--- config.mk ---
export PLATFORM = sky130hd
export DESIGN_NAME = joystick_input_conditioner
export DESIGN_NICKNAME = d
export VERILOG_FILES = /design/src/design/jic_pkg.sv /design/src/design/jic_sqrt.sv /design/src/design/jic_div.sv /design/src/design/joystick_input_conditioner.sv
export VERILOG_INCLUDE_DIRS = /design/src /design/src/design
export SDC_FILE = /design/constraint.sdc
export NUM_CORES = 1
export LEC_CHECK = 0
export ABC_CLOCK_PERIOD_IN_PS = 9000
export BUFFER_PORTS_ARGS = -buffer_cell sky130_fd_sc_hd__buf_2
export CORE_MARGIN = 2
export CORE_UTILIZATION = 63
export CTS_BUF_LIST = sky130_fd_sc_hd__clkbuf_2 sky130_fd_sc_hd__clkbuf_4 sky130_fd_sc_hd__clkbuf_8
export DETAILED_ROUTE_END_ITERATION = 7
export PLACE_DENSITY = 0.82
export SYNTH_ARGS = -nofsm -noshare
export SYNTH_HDL_FRONTEND = slang
export SYNTH_SLANG_ARGS = --single-unit
--- constraint.sdc ---
create_clock -name clk -period 9 [get_ports clk]
set_clock_uncertainty 0.1 [all_clocks]
set_input_delay 0.45 -clock clk [delete_from_list [all_inputs] [get_ports clk]]
set_output_delay 0.45 -clock clk [all_outputs]
set_load 0.005 [all_outputs]
--- src/design/joystick_input_conditioner_assert.svh ---
// Assertion macros shared by the joystick input conditioner RTL.
`ifndef JOYSTICK_INPUT_CONDITIONER_ASSERT_SVH
`define JOYSTICK_INPUT_CONDITIONER_ASSERT_SVH

`ifndef SYNTH
// Property that must hold at every clock edge outside reset
`define JIC_ASSERT_CLK(lbl, prop, msg) \
  lbl: assert property (@(posedge clk) disable iff (!rst_n) prop) else $error(msg);
// Condition in one cycle implies a consequence in the next
`define JIC_ASSERT_NEXT(lbl, ante, cons, msg) \
  lbl: assert property (@(posedge clk) disable iff (!rst_n) (ante) |=> (cons)) else $error(msg);
`else
`define JIC_ASSERT_CLK(lbl, prop, msg)
`define JIC_ASSERT_NEXT(lbl, ante, cons, msg)
`endif

`endif

--- src/design/jic_pkg.sv ---
// Shared types and constants for the joystick input conditioner.
package jic_pkg;

  // Default number of fraction bits of the stick and length outputs
  localparam int FRAC_BITS_DEF = 8;

  // Configuration port
  localparam int CFG_IDX_W  = 2;
  localparam int CFG_DATA_W = 16;

  localparam logic [CFG_IDX_W-1:0] CFG_DEAD_ZONE = 2'd0;
  localparam logic [CFG_IDX_W-1:0] CFG_OFFSET    = 2'd1;
  localparam logic [CFG_IDX_W-1:0] CFG_RADIUS    = 2'd2;
  localparam logic [CFG_IDX_W-1:0] CFG_BTN_MASK  = 2'd3;

  // Register values after reset
  localparam logic [6:0]  DEAD_ZONE_RST = 7'd8;
  localparam logic [6:0]  OFFSET_RST    = 7'd6;
  localparam logic [6:0]  RADIUS_RST    = 7'd64;
  localparam logic [15:0] BTN_MASK_RST  = 16'hFFFF;

  // One controller poll
  typedef struct packed {
    logic               connected;
    logic signed [7:0]  raw_x;
    logic signed [7:0]  raw_y;
    logic [15:0]        buttons_raw;
  } in_word_t;

  // One conditioned result
  typedef struct packed {
    logic [15:0]        buttons_held;
    logic [15:0]        buttons_new;
    logic signed [15:0] stick_x_out;
    logic signed [15:0] stick_y_out;
    logic [14:0]        stick_length;
  } out_word_t;

  // Control into and status out of the bit-serial units
  typedef struct packed {
    logic start;
  } ser_ctl_t;

  typedef struct packed {
    logic busy;
    logic done;
  } ser_sts_t;

  // Sequencer states
  typedef enum logic [2:0] {
    ST_IDLE,
    ST_PREP,
    ST_SQRT,
    ST_DIV_X,
    ST_DIV_Y,
    ST_DONE
  } jic_state_t;

endpackage

--- src/design/jic_sqrt.sv ---
// Bit-serial integer square root: two radicand bits in, one root bit out per cycle.
module jic_sqrt #(
  parameter int ROOT_W = 16
) (
  input  logic              clk,
  input  logic              rst_n,
  input  jic_pkg::ser_ctl_t ctl,
  input  logic [15:0]       radicand,
  output jic_pkg::ser_sts_t sts,
  output logic [ROOT_W-1:0] root
);
  import jic_pkg::*;

  localparam int RAD_W = 2 * ROOT_W;
  localparam int CNT_W = $clog2(ROOT_W);

  logic [RAD_W-1:0]  rad_sh_r;
  logic [ROOT_W+1:0] rem_r;
  logic [ROOT_W-1:0] root_r;
  logic [CNT_W-1:0]  cnt_r;
  logic              busy_r;
  logic              done_r;

  logic [ROOT_W+3:0] trial;
  logic [ROOT_W+3:0] sub;
  logic [ROOT_W+3:0] diff;
  logic              ge;
  logic              last;

  // One restoring step: bring down two bits, try 4*root+1
  assign trial = {rem_r, rad_sh_r[RAD_W-1 -: 2]};
  assign sub   = {2'b00, root_r, 2'b01};
  assign ge    = trial >= sub;
  assign diff  = trial - sub;
  assign last  = cnt_r == CNT_W'(ROOT_W - 1);

  // Control
  always_ff @(posedge clk) begin
    if (!rst_n) begin
      busy_r <= 1'b0;
      done_r <= 1'b0;
      cnt_r  <= '0;
    end else begin
      done_r <= busy_r && last;
      if (ctl.start) begin
        busy_r <= 1'b1;
        cnt_r  <= '0;
      end else if (busy_r) begin
        cnt_r <= cnt_r + 1'b1;
        if (last) begin
          busy_r <= 1'b0;
        end
      end
    end
  end

  // Datapath shift registers
  always_ff @(posedge clk) begin
    if (ctl.start) begin
      rad_sh_r <= RAD_W'(radicand) << (RAD_W - 16);
      rem_r    <= '0;
      root_r   <= '0;
    end else if (busy_r) begin
      rad_sh_r <= rad_sh_r << 2;
      rem_r    <= ge ? diff[ROOT_W+1:0] : trial[ROOT_W+1:0];
      root_r   <= {root_r[ROOT_W-2:0], ge};
    end
  end

  assign sts.busy = busy_r;
  assign sts.done = done_r;
  assign root     = root_r;

endmodule

--- src/design/jic_div.sv ---
// Bit-serial restoring divider: one quotient bit per cycle.
module jic_div #(
  parameter int QUO_W = 15,
  parameter int DEN_W = 16
) (
  input  logic                    clk,
  input  logic                    rst_n,
  input  jic_pkg::ser_ctl_t       ctl,
  input  logic [DEN_W+QUO_W-1:0]  dividend,
  input  logic [DEN_W-1:0]        divisor,
  output jic_pkg::ser_sts_t       sts,
  output logic [QUO_W-1:0]        quotient
);
  import jic_pkg::*;

  localparam int CNT_W = $clog2(QUO_W);

  logic [DEN_W-1:0] den_r;
  logic [DEN_W-1:0] rem_r;
  logic [QUO_W-1:0] q_sh_r;
  logic [CNT_W-1:0] cnt_r;
  logic             busy_r;
  logic             done_r;

  logic [DEN_W:0]   trial;
  logic [DEN_W:0]   diff;
  logic             ge;
  logic             last;

  // Bring down the next dividend bit and try the divisor
  assign trial = {rem_r, q_sh_r[QUO_W-1]};
  assign ge    = trial >= {1'b0, den_r};
  assign diff  = trial - {1'b0, den_r};
  assign last  = cnt_r == CNT_W'(QUO_W - 1);

  // Control
  always_ff @(posedge clk) begin
    if (!rst_n) begin
      busy_r <= 1'b0;
      done_r <= 1'b0;
      cnt_r  <= '0;
    end else begin
      done_r <= busy_r && last;
      if (ctl.start) begin
        busy_r <= 1'b1;
        cnt_r  <= '0;
      end else if (busy_r) begin
        cnt_r <= cnt_r + 1'b1;
        if (last) begin
          busy_r <= 1'b0;
        end
      end
    end
  end

  // Upper dividend part seeds the remainder; the lower part shifts through
  // and is replaced by quotient bits.
  always_ff @(posedge clk) begin
    if (ctl.start) begin
      den_r  <= divisor;
      rem_r  <= dividend[DEN_W+QUO_W-1:QUO_W];
      q_sh_r <= dividend[QUO_W-1:0];
    end else if (busy_r) begin
      rem_r  <= ge ? diff[DEN_W-1:0] : trial[DEN_W-1:0];
      q_sh_r <= {q_sh_r[QUO_W-2:0], ge};
    end
  end

  assign sts.busy = busy_r;
  assign sts.done = done_r;
  assign quotient = q_sh_r;

endmodule

--- src/design/joystick_input_conditioner.sv ---
// Joystick input conditioner top level: sequencer, axis conditioning and output register.
//
// Takes one controller poll word on the in_ channel (in_valid/in_stall) and
// returns one result word on the out_ channel (out_valid/out_stall).
// Buttons are masked and edge detected; each stick axis gets a dead zone and
// an offset, then the vector length is found by a bit-serial square root and,
// if it exceeds the configured radius, both axes are rescaled by a bit-serial divider.
// With F = FRAC_BITS the root is F+8 bits wide and each quotient F+7 bits.
// A disconnected poll skips the square root and the division.
// One word at a time: in_stall is low only while idle, so the next word can be
// taken in the cycle after the result is loaded into the output register.
// The output register holds a finished word while out_stall is high; the
// block can accept and work on the next poll meanwhile, holding that result
// until the output register frees up.
// Configuration writes (cfg_we/cfg_index/cfg_wdata) take effect at once and
// are to be made while no word is in flight.
// Reset (rst_n, synchronous) empties the pipeline, restores the register
// defaults and clears the stored held-button word.
`include "joystick_input_conditioner_assert.svh"

module joystick_input_conditioner #(
  parameter int FRAC_BITS = jic_pkg::FRAC_BITS_DEF
) (
  input  logic                           clk,
  input  logic                           rst_n,
  // configuration
  input  logic                           cfg_we,
  input  logic [jic_pkg::CFG_IDX_W-1:0]  cfg_index,
  input  logic [jic_pkg::CFG_DATA_W-1:0] cfg_wdata,
  // poll input
  input  logic                           in_valid,
  output logic                           in_stall,
  input  jic_pkg::in_word_t              in_word,
  // result output
  output logic                           out_valid,
  input  logic                           out_stall,
  output jic_pkg::out_word_t             out_word
);
  import jic_pkg::*;

  localparam int ROOT_W = FRAC_BITS + 8;          // length width
  localparam int QUO_W  = FRAC_BITS + 7;          // clamped axis magnitude width
  localparam int NUM_W  = ROOT_W + QUO_W;         // |axis| * radius << 2F
  localparam int CMP_W  = (ROOT_W > 17) ? ROOT_W : 17;

  // Configuration registers
  logic [6:0]  dz_lim_r;
  logic [6:0]  offset_r;
  logic [6:0]  radius_r;
  logic [15:0] btn_mask_r;

  always_ff @(posedge clk) begin
    if (!rst_n) begin
      dz_lim_r   <= DEAD_ZONE_RST;
      offset_r   <= OFFSET_RST;
      radius_r   <= RADIUS_RST;
      btn_mask_r <= BTN_MASK_RST;
    end else if (cfg_we) begin
      unique case (cfg_index)
        CFG_DEAD_ZONE: dz_lim_r   <= cfg_wdata[6:0];
        CFG_OFFSET:    offset_r   <= cfg_wdata[6:0];
        CFG_RADIUS:    radius_r   <= cfg_wdata[6:0];
        CFG_BTN_MASK:  btn_mask_r <= cfg_wdata[15:0];
        default: ;
      endcase
    end
  end

  // Dead zone and offset on one axis; the positive test wins
  function automatic logic signed [7:0] cond_axis(input logic signed [7:0] v,
                                                  input logic [6:0] lim,
                                                  input logic [6:0] off);
    logic signed [8:0] v9;
    logic signed [8:0] lim9;
    logic signed [8:0] off9;
    logic signed [8:0] r9;
    v9   = 9'(v);
    lim9 = $signed({2'b00, lim});
    off9 = $signed({2'b00, off});
    if (v9 >= lim9) begin
      r9 = v9 - off9;
    end else if (v9 <= -lim9) begin
      r9 = v9 + off9;
    end else begin
      r9 = '0;
    end
    return r9[7:0];
  endfunction

  // Signed 16-bit saturation from sign and magnitude
  function automatic logic [15:0] sat_axis(input logic neg, input logic [CMP_W-1:0] mag);
    logic [15:0] r;
    if (neg) begin
      r = (mag > CMP_W'(32768)) ? 16'h8000 : 16'(16'd0 - mag[15:0]);
    end else begin
      r = (mag > CMP_W'(32767)) ? 16'h7FFF : mag[15:0];
    end
    return r;
  endfunction

  jic_state_t state_r, state_nxt;

  // Per-word registers
  logic                 conn_r;
  logic [15:0]          held_r;
  logic [15:0]          fresh_r;
  logic [15:0]          prev_held_r;
  logic signed [7:0]    x_r;
  logic signed [7:0]    y_r;
  logic                 clamp_r;
  logic [14:0]          ax_r;
  logic [14:0]          ay_r;
  logic [QUO_W-1:0]     qx_r;

  logic                 in_fire;
  logic [15:0]          held_in;
  logic signed [15:0]   sqx;
  logic signed [15:0]   sqy;
  logic [15:0]          sum_sq;
  logic [13:0]          r_sq;
  logic [7:0]           abs_x;
  logic [7:0]           abs_y;

  ser_ctl_t             sqrt_ctl;
  ser_sts_t             sqrt_sts;
  logic [ROOT_W-1:0]    root;
  ser_ctl_t             div_ctl;
  ser_sts_t             div_sts;
  logic [NUM_W-1:0]     dividend;
  logic [QUO_W-1:0]     quotient;

  logic                 out_valid_r;
  out_word_t            out_word_r;
  out_word_t            result;
  logic                 out_load;

  assign in_stall = state_r != ST_IDLE;
  assign in_fire  = in_valid && !in_stall;
  assign held_in  = in_word.buttons_raw & btn_mask_r;

  // Squares, radius squared and magnitudes of the conditioned axes
  assign sqx    = 16'(x_r) * 16'(x_r);
  assign sqy    = 16'(y_r) * 16'(y_r);
  assign sum_sq = $unsigned(sqx) + $unsigned(sqy);
  assign r_sq   = 14'(radius_r) * 14'(radius_r);
  assign abs_x  = x_r[7] ? (8'd0 - x_r) : x_r;
  assign abs_y  = y_r[7] ? (8'd0 - y_r) : y_r;

  // Capture the poll and update the button history
  always_ff @(posedge clk) begin
    if (!rst_n) begin
      prev_held_r <= '0;
    end else if (in_fire) begin
      prev_held_r <= in_word.connected ? held_in : 16'd0;
    end
  end

  always_ff @(posedge clk) begin
    if (in_fire) begin
      conn_r  <= in_word.connected;
      held_r  <= held_in;
      fresh_r <= held_in & ~prev_held_r;
      x_r     <= cond_axis(in_word.raw_x, dz_lim_r, offset_r);
      y_r     <= cond_axis(in_word.raw_y, dz_lim_r, offset_r);
    end
    if (state_r == ST_PREP) begin
      clamp_r <= sum_sq > {2'b00, r_sq};
      ax_r    <= 15'(abs_x) * 15'(radius_r);
      ay_r    <= 15'(abs_y) * 15'(radius_r);
    end
    if (state_r == ST_DIV_X && div_sts.done) begin
      qx_r <= quotient;
    end
  end

  // Bit-serial units
  jic_sqrt #(
    .ROOT_W (ROOT_W)
  ) u_sqrt (
    .clk      (clk),
    .rst_n    (rst_n),
    .ctl      (sqrt_ctl),
    .radicand (sum_sq),
    .sts      (sqrt_sts),
    .root     (root)
  );

  assign dividend = (state_r == ST_SQRT) ? (NUM_W'(ax_r) << (2 * FRAC_BITS))
                                         : (NUM_W'(ay_r) << (2 * FRAC_BITS));

  jic_div #(
    .QUO_W (QUO_W),
    .DEN_W (ROOT_W)
  ) u_div (
    .clk      (clk),
    .rst_n    (rst_n),
    .ctl      (div_ctl),
    .dividend (dividend),
    .divisor  (root),
    .sts      (div_sts),
    .quotient (quotient)
  );

  // Sequencer
  always_ff @(posedge clk) begin
    if (!rst_n) begin
      state_r <= ST_IDLE;
    end else begin
      state_r <= state_nxt;
    end
  end

  always_comb begin
    state_nxt      = state_r;
    sqrt_ctl.start = 1'b0;
    div_ctl.start  = 1'b0;
    unique case (state_r)
      ST_IDLE: begin
        if (in_valid) begin
          state_nxt = in_word.connected ? ST_PREP : ST_DONE;
        end
      end
      ST_PREP: begin
        sqrt_ctl.start = 1'b1;
        state_nxt      = ST_SQRT;
      end
      ST_SQRT: begin
        if (sqrt_sts.done) begin
          if (clamp_r) begin
            div_ctl.start = 1'b1;
            state_nxt     = ST_DIV_X;
          end else begin
            state_nxt = ST_DONE;
          end
        end
      end
      ST_DIV_X: begin
        if (div_sts.done) begin
          div_ctl.start = 1'b1;
          state_nxt     = ST_DIV_Y;
        end
      end
      ST_DIV_Y: begin
        if (div_sts.done) begin
          state_nxt = ST_DONE;
        end
      end
      ST_DONE: begin
        if (out_load) begin
          state_nxt = ST_IDLE;
        end
      end
      default: state_nxt = ST_IDLE;
    endcase
  end

  // Result assembly
  always_comb begin
    result = '0;
    if (conn_r) begin
      result.buttons_held = held_r;
      result.buttons_new  = fresh_r;
      if (clamp_r) begin
        result.stick_x_out = sat_axis(x_r[7], CMP_W'(qx_r));
        result.stick_y_out = sat_axis(y_r[7], CMP_W'(quotient));
        result.stick_length = ((CMP_W'(radius_r) << FRAC_BITS) > CMP_W'(32767)) ?
                              15'h7FFF : 15'((CMP_W'(radius_r) << FRAC_BITS));
      end else begin
        result.stick_x_out = sat_axis(x_r[7], CMP_W'(abs_x) << FRAC_BITS);
        result.stick_y_out = sat_axis(y_r[7], CMP_W'(abs_y) << FRAC_BITS);
        result.stick_length = (CMP_W'(root) > CMP_W'(32767)) ? 15'h7FFF : 15'(root);
      end
    end
  end

  // Output register
  assign out_load = (state_r == ST_DONE) && (!out_valid_r || !out_stall);

  always_ff @(posedge clk) begin
    if (!rst_n) begin
      out_valid_r <= 1'b0;
    end else if (out_load) begin
      out_valid_r <= 1'b1;
    end else if (!out_stall) begin
      out_valid_r <= 1'b0;
    end
  end

  always_ff @(posedge clk) begin
    if (out_load) begin
      out_word_r <= result;
    end
  end

  assign out_valid = out_valid_r;
  assign out_word  = out_word_r;

  // Checks
  `JIC_ASSERT_CLK(a_units_exclusive, !(sqrt_sts.busy && div_sts.busy), "sqrt and divider overlap")
  `JIC_ASSERT_CLK(a_sqrt_running, (state_r != ST_SQRT) || sqrt_sts.busy || sqrt_sts.done, "sqrt wait without a running root")
  `JIC_ASSERT_CLK(a_div_only_clamped, ((state_r != ST_DIV_X) && (state_r != ST_DIV_Y)) || (clamp_r && conn_r), "division on an unclamped word")
  `JIC_ASSERT_NEXT(a_disc_clears_history, in_fire && !in_word.connected, prev_held_r == 16'd0, "history kept after disconnect")

endmodule

==> out/qor.csv <==
metric,value,unit
hold path cells,2,
H-tree Lvls,2,
r2r worst-path depth,23,
Die Width,211,µm
"Async S/R FF share, synth",0,
final setup violation count,0,
Crit path required time,9310,ps
Critical Path Max Stage Delay,830,ps
Hold EP,held_r[8],
fillers,3036,
drt via density,5.89,
final hold violation count,0,
CP Class,register to register,
vias in the first global route,21400,
RSZ-0062 raised after global routing,false,
clk slew on worst S/H paths,70,ps
Hold Path Class,input port to register,
Mapped Area,0.0270,mm²
TritonCTS clock tree,built,
DRT Pass-1 Iters,5,
R2R Path End,clamp_r,
# rows,75,
Ports,137,
Max-Cap Viols,0,
CTS sink count,340,
Crit. End Element,register,
root buf cell,clkbuf_8,
n_diodes,0,
number of synthesized register bits,340,
Hold Crit Start,in_word[8],
Port Buf Inserts,136,
share of cells above drive strength 1,0.0983,
DRT iter0 DRCs,1561,
r2r setup slk,1290,ps
ys flop type,edfxtp_1,
post-detailed-route wirelength per cell,18.3,µm
Synth warnings,0,
die extent in y,211,µm
via total after detailed routing,20500,
Cell variety after synth,77,
status,"finished, final reports clean",
remaining global-route overflow,0,
GRT Overall Usage,0.298,
full die area,0.0445,mm²
Worst slew margin,0.189,
Worst Tran Pin Value,1210,ps
Period minus WS final,7710,ps
final setup TNS,0,ps
"Seq/Total Area, Yosys",0.340,
Final Max Slew Viols,0,
pin count of the biggest net entering global routing,69,
initial antenna violation count,0,
Routed Antenna Nets,0,
clk_lat worst skew,670,ps
synthesized area per cell,9.73,µm²
Layout Nets,3410,
Post-synth EDFFs,237,
r2r startpoint,y_r[0],
Critical-path top delay cell,nor2_1,
first-pass GRT wire length,106000,µm
DRC,0,
crit path cell chain,"inv_2, nor2_1, fa_1, fa_1, fa_1, fa_1, fa_1, inv_1, fa_1, inv_1, ha_1, nor3_1, o21ai_1, a31oi_1, nor2b_1, o21a_1, nor2_1, xnor2_1, ha_1, and3_1, nand3_1, nor4_1, o211ai_1",
Syn Nets,3278,
Max Clk Rate,130,MHz
Final Cycle Share,0.857,
core area,0.0421,mm²
Setup crit start kind,register,
CTS Buf Count,55,
Critical Path Most Common Cell,fa_1,
Starting Density,0.640,
HPWL reported at the end of detailed placement,48000,µm
maximum clock path buffer count,3,
drt total wl,63900,µm
arrival time at the worst endpoint,8010,ps
area delta synth->final,9.54,%
Synth Instances,2772,
Critical Path Fanout Max,13,
GP Congestion,0.918,
-- metal layers --
metal / routed length [µm] / GRT usage / vias to the layer above
met3: 3790 / 0.0387 / 195
met2: 31700 / 0.511 / 722
li1: - / - / 9661
met5: 0 / 0 / -
met1: 25000 / 0.369 / 9970
met4: 3350 / 0.157 / 0
-- how the worst max path moves through the flow --
stage,startpoint,to,slack [ps],depth (start not counted)
final,y_r[0],clamp_r,1290,23
after global routing,y_r[0],clamp_r,900,23
after CTS,y_r[0],clamp_r,1390,23
after detailed placement,y_r[0],clamp_r,1390,23
after global placement,y_r[0],clamp_r,1730,23
after floorplan,y_r[7],clamp_r,2160,24
-- layout make-up --
cell class	count	area [µm²]	area share
Inverter	323	1210	0.0410
Clock inverter	30	262	0.00885
Sequential cell	340	9180	0.311
Multi-Input combinational cell	1996	16200	0.547
Clock buffer	74	912	0.0309
Timing Repair Buffer	188	1130	0.0382
Tap cell	539	674	0.0228
-- what timing repair did --
item | in CTS | in global routing
setup buffers | 0 | 0
gates resized for setup | 0 | 0
hold buffers | 23 | 0
hold endpoints to repair | 36 | 0
-- Yosys cell counts, drive strengths merged, types with 13 or more instances --
cell type	instances	area, µm²
o21bai	20	150
nor3	54	270
a21o	19	143
nand4	13	81.3
a21boi	23	173
a31oi	15	93.8
o31ai	17	128
dfxtp	103	2060
and2	142	888
o211ai	13	97.6
edfxtp	237	7120
mux2i	49	490
or3	25	161
a211oi	23	173
nand3	68	340
clkbuf	101	379
nor2	193	724
nor2b	69	432
nand2	269	1010
a21oi	122	611
o21ai	91	455
ha	259	3240
nand2b	20	125
xor2	46	403
o21a	26	195
xnor2	95	840
inv	322	1210
fa	191	3820
-- registers in the layout, summed over array words and instances (netlist names), 15 cells and up --
name,flops
out_word,79
u_sqrt.rem_r,18
btn_mask_r,16
fresh_r,16
held_r,16
prev_held_r,16
u_div.den_r,16
u_div.rem_r,16
u_sqrt.rad_sh_r,16
u_sqrt.root,16
ax_r,15
ay_r,15
qx_r,15
u_div.quotient,15
-- layout by cell type, fill, tap and decap left out, types with 94 or more instances in the layout --
master | Yosys | layout
a21oi_1 | 122 | 121
and2_1 | 142 | 142
buf_2 | 1 | 136
dfxtp_1 | 103 | 102
edfxtp_1 | 237 | 237
fa_1 | 191 | 191
ha_1 | 259 | 259
inv_1 | 319 | 318
nand2_1 | 268 | 268
nor2_1 | 193 | 192
xnor2_1 | 94 | 94
-- cells by family (layout without fill, tap and decap cells) --
| group | Yosys count | in the layout | share of synthesized area |
|---|---|---|---|
| fa+ha+maj | 450 | 450 | 0.262 |
| mux | 58 | 58 | 0.0219 |
| xor+xnor | 141 | 141 | 0.0461 |
| simple gates | 910 | 910 | 0.164 |
| compound gates | 437 | 437 | 0.104 |
| flops | 340 | 340 | 0.340 |
| buf+inv | 436 | 615 | 0.0610 |
-- through the flow --
step / util / cells / hold WS, ps / cell area, µm² / worst slack, ps
after floorplan: - / 2772 / 329 / 27000 / 2160
after global placement: 0.668 / 3363 / 341 / 28100 / 1730
after detailed placement: 0.668 / 3363 / 347 / 28100 / 1390
after CTS: 0.701 / 3490 / 2.86 / 29500 / 1390
after global routing: 0.701 / 3490 / 27.3 / 29500 / 902
final: 0.701 / 3490 / 42.2 / 29500 / 1290
-- worst max-delay path: cells and delay by family, from the launching register on --
family | cells | cell delay, ps
XOR/XNOR | 1 | 110
AO/OA/AOI/OAI | 4 | 680
buffers and inverters | 3 | 320
AND/OR/NAND/NOR | 7 | 1760
adder cells (fa/ha/maj) | 8 | 3810
flip-flops | 1 | 680
Power is not shown: default switching activity piles up to over one toggle a cycle in this logic, so the estimate is an artifact.
